==> src/design/glws_ram.sv <==
// Generic single-write, single-read RAM with registered read data.
module glws_ram #(
	parameter int WIDTH = 8,
	parameter int DEPTH = 16
) (
	input  logic                     clk,
	input  logic                     we,
	input  logic [$clog2(DEPTH)-1:0] waddr,
	input  logic [WIDTH-1:0]         wdata,
	input  logic [$clog2(DEPTH)-1:0] raddr,
	output logic [WIDTH-1:0]         rdata
);

	logic [WIDTH-1:0] mem_q [DEPTH];

	always_ff @(posedge clk) begin
		if (we) begin
			mem_q[waddr] <= wdata;
		end
		rdata <= mem_q[raddr];
	end

endmodule

==> config.mk <==
export PLATFORM = sky130hd
export DESIGN_NAME = glws_ram
export DESIGN_NICKNAME = d
export VERILOG_FILES = /design/src/design/glws_ram.sv
export SDC_FILE = /design/constraint.sdc
export NUM_CORES = 1
export LEC_CHECK = 0
export BUFFER_PORTS_ARGS = -buffer_cell sky130_fd_sc_hd__buf_4
export CORE_MARGIN = 2
export CORE_UTILIZATION = 36
export CTS_BUF_LIST = sky130_fd_sc_hd__clkbuf_2
export DETAILED_ROUTE_END_ITERATION = 10
export PLACE_DENSITY = 0.55
export SYNTH_ARGS = -nofsm -noshare
export SYNTH_HDL_FRONTEND = slang
export SYNTH_SLANG_ARGS = --single-unit
==> constraint.sdc <==
create_clock -name clk -period 2.15 [get_ports clk]
set_clock_uncertainty 0.15 [all_clocks]
set_input_delay 0.1075 -clock clk [delete_from_list [all_inputs] [get_ports clk]]
set_output_delay 0.1075 -clock clk [all_outputs]
set_load 0.03 [all_outputs]
==> flow_summary.rst <==
.. list-table::
   :header-rows: 1

   * - Metric
     - Value
   * - Status
     - finished clean
   * - Number of fill cells
     - 1,205
   * - Number of buffers inserted by port buffering
     - 25
   * - First-pass GRT wire length
     - 15,200 um
   * - CP Class
     - in2reg
   * - Number of levels the H-tree was split into
     - 4
   * - Setup repair after global routing missed its margin
     - no
   * - All-Layer GR Usage
     - 14.5%
   * - Static Leakage
     - 2.04 nW
   * - Area taken by flip-flops and latches
     - 4000 um2
   * - Total area of multi-input combinational cells
     - 1060 um2
   * - Sequential cell area fraction in the yosys report
     - 77.8%
   * - Max Clk Rate
     - 511 MHz
   * - Number of buffers added by the clock tree synthesis step
     - 17
   * - Area Growth Syn to Fin
     - 17.1%
   * - Number of standard cells in the final layout excluding fillers
     - 497
   * - Highest fanout seen on the critical path
     - 8
   * - Worst skew pair latency
     - 0.67 ns
   * - Half-perimeter wire length of the detailed placement result
     - 6460 um
   * - Starting density of the core
     - 36.9%
   * - Floorplan die width
     - 124 um
   * - Yosys cell types
     - 19
   * - Worst slew slack as a fraction of its limit
     - 67.2%
   * - Maximum vdd drop
     - 0.368 mV
   * - Kind of path behind the tightest hold check
     - in2reg
   * - Number of warnings printed during yosys synthesis
     - 0
   * - Sum Neg Setup Slack
     - 0 ns
   * - TritonCTS clock tree
     - yes
   * - Clock transition at the registers of the reported paths
     - 0.16 ns
   * - Count of cells resized by post-cts repair
     - 0
   * - N_diodes
     - 0
   * - Area of the die
     - 15,300 um2
   * - Number of setup buffers added after CTS
     - 0
   * - Gate count after technology mapping
     - 229
   * - Cts-stage hold buffer count
     - 21
   * - Number of max-cap violations
     - 0
   * - Number of pins with negative max-slew slack in the final report
     - 0
   * - Count of unresolved DRC violations after routing
     - 0
   * - Most frequent standard cell in the layout excluding fill and tap cells
     - sky130_fd_sc_hd__edfxtp_1
   * - Post-route fraction of the period consumed by the critical path
     - 91.0%
   * - IO Count
     - 26
   * - Final count of negative-setup-slack endpoints
     - 0
   * - Wire per inst
     - 19.8 um
   * - Number of global-route vias before repair
     - 2,658
   * - Worst EP required
     - 2.54 ns
   * - CP Capture Type
     - register
   * - Area of the core
     - 13,900 um2
   * - Share of final-layout standard cells stronger than drive strength 1
     - 28.7%
   * - Via count normalized by instance count
     - 5.02
   * - Root buffer cell
     - sky130_fd_sc_hd__clkbuf_2
   * - Number of antenna violations at the first check in global routing
     - 0
   * - Post-DRT Antenna Nets
     - 0
   * - # clock sinks
     - 136
   * - Starting DRC count in detailed routing
     - 188
   * - DR pass1 iterations
     - 4
   * - Post-synthesis area per instance
     - 22.5 um2
   * - Setup slack at placement
     - 0.309 ns
   * - Power per Cell Area
     - 756 nW/um2
   * - Number of vias in the routed layout
     - 2,497
   * - Worst-Margin Slew
     - 0.492 ns
   * - Synthesized netlist net count
     - 247
   * - Met2 routed WL
     - 4730 um
   * - Site Rows
     - 43
   * - Netlist area before placement
     - 5150 um2
   * - Routed metal-1 wire length
     - 4500 um
   * - Setup slack after layout
     - 0.194 ns
   * - Die height
     - 124 um
   * - Commonest non-fill, non-tap cells in the layout
     - sky130_fd_sc_hd__edfxtp_1 (128), sky130_fd_sc_hd__buf_4 (44), sky130_fd_sc_hd__clkbuf_2 (25)
   * - Largest net degree at the start of global routing
     - 33
   * - Number of instances in the placed design
     - 444
   * - Shortest clock period the worst path allows after layout
     - 1.96 ns
   * - Uppermost layer routed
     - met4
   * - Final hold violation count
     - 0
   * - Count of nets after finishing
     - 322
   * - Min Hold Slack
     - 0.0774 ns
   * - Post-detailed-routing wire length
     - 9860 um
   * - Remaining global-route overflow
     - 0
   * - Kind of start point of the critical path
     - primary input
   * - Clock Tree Buf Depth
     - 2
   * - Critical path data arrival time
     - 2.35 ns
   * - Met3 wire length
     - 531 um
   * - Flip-flop and latch count after synthesis
     - 136
   * - RePlAce Congestion
     - 0.718
## layer usage
layer | vias to the layer above | track usage [%]
li1 | 1123 | -
met1 | 1301 | 19.5
met2 | 66 | 22.5
met3 | 7 | 4.95
met4 | 0 | 4.26
met5 | - | 0
## logic make-up after synthesis
family	count (synthesis)	synth area share, %
AND/OR/NAND/NOR	35	3.18
flip-flops	136	77.8
multiplexers	32	15.0
AO/OA/AOI/OAI	16	2.33
buffers and inverters	10	1.68
## where the power goes
| group | internal, W | switching [W] |
|---|---|---|
| clock | 0.000435 | 0.000793 |
| combinational | 0.000162 | 0.000188 |
| sequential | 0.00296 | 0.0000213 |
| total | 0.00356 | 0.00100 |
## synth_stat cells (all sizes together)
| master | n | area (um2) |
|---|---|---|
| and2b | 1 | 7.51 |
| nand2b | 2 | 12.5 |
| edfxtp | 128 | 3840 |
| and2 | 1 | 6.26 |
| a22oi | 16 | 120 |
| clkdlybuf4s25 | 3 | 30.0 |
| mux4 | 32 | 773 |
| nand3b | 2 | 15.0 |
| nand3 | 1 | 5.00 |
| nor3 | 4 | 20.0 |
| or3b | 1 | 8.76 |
| nor2 | 13 | 48.8 |
| dfxtp | 8 | 160 |
| nand2 | 9 | 33.8 |
| nor2b | 1 | 6.26 |
| buf | 7 | 56.3 |
## flip-flops by register name, indices dropped and copies added, names as in the netlist
signal	flops
rdata	8
mem_q	128
## per-stage QoR
stage	util [%]	power, W	area (um2)
final	43.2	0.00456	6030
after global routing	43.2	0.00476	6030
after CTS	43.2	0.00461	6030
after detailed placement	40.5	0.00337	5640
after global placement	40.5	0.00336	5640
after floorplan	-	0.00322	5150
## final cells by class
type                    instances  area share (%)
clock buffers                  25            2.08
multi-input cells              83            17.5
clock inverters                 7           0.893
repair buffers                 66            9.30
flip-flops and latches        136            66.4
well taps                     180            3.74
## critical path, stage by stage
cell	delay, ns
sky130_fd_sc_hd__dlygate4sd3_1	0.54
sky130_fd_sc_hd__buf_4	0.12
sky130_fd_sc_hd__nor2_1	0.04
sky130_fd_sc_hd__dlygate4sd3_1	0.54
sky130_fd_sc_hd__buf_4	0.18
sky130_fd_sc_hd__a22oi_1	0.19
sky130_fd_sc_hd__dlygate4sd3_1	0.58
sky130_fd_sc_hd__nand2_1	0.05
## path summary, 6_finish.rpt
check	end	startpoint	cells after the start	slack [ns]
max	rdata[6]	raddr[2]	8	0.19
min	rdata[2]	raddr[0]	4	0.08
max reg2reg	rdata[4]	mem_q[8][4]	4	0.22
min reg2reg	rdata[1]	mem_q[13][1]	3	0.53
(Power assumes the default switching activity.)
