$ cat src/design/glws_pkg.sv
// Shared constants, types and arithmetic helpers of the gradient-weighted sharpener.
package glws_pkg;

	localparam int MAX_WIDTH = 2048;
	localparam int COL_W = $clog2(MAX_WIDTH);
	localparam int RING_LINES = 8;
	localparam int LINE_W = $clog2(RING_LINES);
	localparam int ADDR_W = LINE_W + COL_W;
	localparam int DEPTH = RING_LINES * MAX_WIDTH;
	localparam int PIX_W = 24;
	localparam int NUM_CH = 3;
	localparam int WIN_N = 25;
	localparam int SQ_W = 22;
	localparam int ROOT_W = SQ_W / 2;
	localparam int SUM_W = 12;

	localparam logic [11:0] WIDTH_RESET = 12'd640;
	localparam logic [15:0] HEIGHT_RESET = 16'd480;

	localparam logic REG_WIDTH = 1'b0;
	localparam logic REG_HEIGHT = 1'b1;

	typedef logic [7:0] chan_t;
	typedef logic [PIX_W-1:0] pix_t;

	function automatic chan_t div9(input logic [SUM_W-1:0] s);
		logic [25:0] p;
		p = {14'b0, s} * 26'd7282;
		return p[23:16];
	endfunction

	function automatic chan_t div255(input logic [15:0] x);
		logic [31:0] p;
		p = {16'b0, x} * 32'd32897;
		return p[30:23];
	endfunction

endpackage

$ cat src/design/glws_isqrt.sv
// Iterative integer square root, two radicand bits per cycle.
module glws_isqrt (
	input  logic                         clk,
	input  logic                         arst_n,
	input  logic                         start,
	input  logic [glws_pkg::SQ_W-1:0]    value,
	output logic                         done,
	output logic [glws_pkg::ROOT_W-1:0]  root
);

	logic [glws_pkg::SQ_W-1:0] rem_q, res_q, bit_q, trial;

	assign trial = res_q + bit_q;
	assign done = (bit_q == '0);
	assign root = res_q[glws_pkg::ROOT_W-1:0];

	always_ff @(posedge clk or negedge arst_n) begin
		if (!arst_n) begin
			bit_q <= '0;
		end else if (start) begin
			bit_q <= glws_pkg::SQ_W'(1) << (glws_pkg::SQ_W - 2);
		end else if (!done) begin
			bit_q <= bit_q >> 2;
		end
	end

	always_ff @(posedge clk) begin
		if (start) begin
			rem_q <= value;
			res_q <= '0;
		end else if (!done) begin
			if (rem_q >= trial) begin
				rem_q <= rem_q - trial;
				res_q <= (res_q >> 1) + bit_q;
			end else begin
				res_q <= res_q >> 1;
			end
		end
	end

endmodule

$ cat config.mk
export PLATFORM = sky130hd
export DESIGN_NAME = glws_isqrt
export DESIGN_NICKNAME = d
export VERILOG_FILES = /design/src/design/glws_pkg.sv /design/src/design/glws_isqrt.sv
export SDC_FILE = /design/constraint.sdc
export NUM_CORES = 1
export LEC_CHECK = 0
export ABC_AREA = 1
export BUFFER_PORTS_ARGS = -buffer_cell sky130_fd_sc_hd__buf_2
export CAP_MARGIN = 40
export CORE_UTILIZATION = 45
export CTS_BUF_LIST = sky130_fd_sc_hd__clkbuf_16
export CTS_CLUSTER_SIZE = 20
export DETAILED_ROUTE_END_ITERATION = 16
export MAX_ROUTING_LAYER = met4
export PLACE_DENSITY = 0.68
export SYNTH_ARGS = -nofsm -noshare
export SYNTH_HDL_FRONTEND = slang
export SYNTH_SLANG_ARGS = --single-unit
$ cat constraint.sdc
create_clock -name clk -period 13.7 [get_ports clk]
set_input_delay 2.74 -clock clk [delete_from_list [all_inputs] [get_ports clk]]
set_output_delay 2.74 -clock clk [all_outputs]
set_load 0.05 [all_outputs]
==> impl_metrics.tcl <==
set metrics [dict create \
    outcome "complete, no violations" \
    synth_cells 879 \
    seq_area_mm2 0.001376 \
    ctsResizeCount 0 \
    num_rows 40 \
    max_freq_ghz 0.2200 \
    fin_worst_skew_ns 0.006512 \
    hpwlAfterDp_um 11550 \
    ys_ff_latch 55 \
    avgViaCountPerCell 5.113 \
    timing.final.crit_share_pct 33.17 \
    first_pass_iters 5 \
    ys_warn_count 0 \
    globalRouteOverflowTotal 0 \
    timing.hold.ws_ns 0.4737 \
    dp.cells 1059 \
    syn_avg_cell_area_um2 6.344 \
    portBuffers 36 \
    power_density_mw_per_mm2 212.7 \
    dpl-instance-area_mm2 0.005824 \
    numCtsBuffers 5 \
    synth_area_leaders "nand2_1 (20%), edfxtp_1 (12%), ha_1 (10%)" \
    diodes 0 \
    die_h_um 113.3 \
    setup_viol 0 \
    power_leakage_nw 2.890 \
    clock-sinks 55 \
    worst_pin_slew_ns 0.5964 \
    async_flop_share_pct 20.00 \
    fin_crit_ns 4.545 \
    nFillCells 1304 \
    setup_ws_ns 9.155 \
    grt_pass1_wl_um 24810 \
    hp-class "flip-flop to flip-flop" \
    drive_gt1_share_pct 7.341 \
    dieArea_mm2 0.01284 \
    drcViolationCount 0 \
    drt_iter0_markers 233 \
    syn_nets 951 \
    cp_max_fo 41 \
    worstSkewPairLatency_ns 0.30 \
    synth_edf_count 22 \
    crit_path_end_kind "flip-flop" \
    grt_pass1_vias 5344 \
    total_power_mw 1.270 \
    p_seq_share_pct 23.8 \
    ios 37 \
    track_usage_pct 24.81 \
    postCtsSetupBuffers 0 \
    netlist_area_mm2 0.005577 \
    hold_viol_final 0 \
    ant_nets 0 \
    yosys.area.top_type_share_pct 20.19 \
    ys.flop_type "edfxtp_1" \
    max_cap_violations 0 \
    ys_types 43 \
    relSlewSlack_pct 60.00 \
    cts_tree "yes" \
    grt_max_degree 42 \
    dieWidth_um 113.3 \
    drv_slew 0 \
    fin_util_pct 49.51 \
    clkTransAtPathRegs_ns 0.07 \
    arrival_ns 4.52 \
    setup-tns-final_ns 0 \
    routedWlPerCell_um 13.70 \
    htree_levels 2 \
    final_area_mm2 0.005972 \
    postCtsHoldBufs 0 \
    rsz0062_at_grt "no" \
    root_buffer "clkbuf_16" \
    intPower_mw 0.5998 \
    finalWirelength_um 14620 \
    synth_top_area_cell "nand2_1" \
    crit_path_start_kind "input port" \
    stdcell_count 1067 \
    gp_congestion 0.9752 \
    crit_type "input port to flip-flop" \
    cp.required_ns 13.67 \
    finalNetCount 970 \
    clockBufferDepth 2 \
    p_clk_share_pct 10.5 \
    seq_area_frac_synth_pct 24.68 \
    start_util_pct 46.23 \
    combPwrFrac_pct 65.7 \
    multi_input_area_mm2 0.003637 \
    ir_worst_vdd_mv 0.09599 \
    area_delta_synth_final_pct 7.090 \
    num_vias 5456 \
    coreArea_mm2 0.01206 \
    p_sw_share_pct 52.78 \
    post-place-ws_ns 8.787 \
    antenna_found_initial 0 \
    p_sw_mw 0.6704 \
]
-- cells by family (layout without fill, tap and decap cells) --
group / count (synthesis) / count (layout) / share of synthesized area, %
compound gates: 94 / 94 / 9.379
buf+inv: 132 / 152 / 10.21
simple gates: 521 / 521 / 40.34
flops: 55 / 55 / 24.68
xor+xnor: 30 / 30 / 4.712
fa+ha+maj: 47 / 47 / 10.68
-- cells in the final DEF (no fill, tap or decap), types with 3 or more instances in the layout --
cell type / n
a21oi_1: 32
and2_1: 5
buf_2: 36
buf_4: 4
clkbuf_16: 5
dfrtp_1: 11
dfxtp_1: 22
edfxtp_1: 22
ha_1: 46
inv_1: 99
inv_2: 4
nand2_1: 300
nand2_2: 3
nand3_1: 89
nand3b_1: 10
nand4_1: 21
nor2_1: 71
nor3_1: 10
o21ai_0: 31
o21ai_1: 10
o21bai_1: 10
xnor2_1: 13
xor2_1: 17
-- critical path: stages --
cell      delay, ns
buf_2          0.07
buf_4          0.37
clkinv_1       0.61
a31oi_2        0.35
buf_4          0.34
-- power by group through the flow --
stage / combinational [mW] / sequential (mW) / clock [mW]
floorplan: 0.696 / 0.283 / 0
global placement: 0.820 / 0.304 / 0
detailed placement: 0.827 / 0.304 / 0
CTS: 0.832 / 0.301 / 0.135
global route: 0.954 / 0.310 / 0.142
finish: 0.835 / 0.302 / 0.133
-- metal layers --
metal / wire (um) / track usage (%) / vias up
li1: - / - / 2896
met1: 7040 / 31.11 / 2432
met2: 6725 / 41.96 / 96
met3: 395 / 1.660 / 32
met4: 461 / 9.298 / 0
met5: 0 / - / -
-- registers in the layout, indices dropped and copies added (netlist names) --
| signal | count |
|---|---|
| rem_q | 22 |
| bit_q | 11 |
| res_q | 22 |
-- cells in the mapped netlist (3+ instances only) --
library cell and n:
ha_1 46, nor2_1 71, dfrtp_1 11, nand3_1 89
and2_1 5, edfxtp_1 22, buf_6 3, dfxtp_1 22
o21ai_0 31, a21oi_1 32, nand3b_1 10, inv_2 4
xor2_1 17, buf_4 12, inv_1 99, xnor2_1 13
o21ai_1 10, buf_2 5, nand4_1 21, clkbuf_1 7
nor3_1 10, a31oi_1 3, nand2_2 3, o21bai_1 10
nand2_1 300
-- layout make-up --
type,instances,share of cell area [%]
multi-input cells,692,60.91
clock buffers,5,2.095
well taps,168,3.520
repair buffers,40,3.520
clock inverters,3,0.3771
inverters,104,6.537
flip-flops and latches,55,23.05
-- path summary, 6_finish.rpt --
kind	startpoint	to	slack, ns	cells past startpoint
setup / recovery	start	rem_q[20]	9.16	5
hold / removal	res_q[0]	res_q[0]	0.47	2
min in group asynchronous	arst_n	bit_q[16]	2.30	1
max in group asynchronous	arst_n	bit_q[8]	11.18	1
setup reg to reg	res_q[12]	res_q[7]	9.62	21
hold reg to reg	res_q[0]	res_q[0]	0.47	2
No activity file was read; power rests on OpenSTA's default activity.
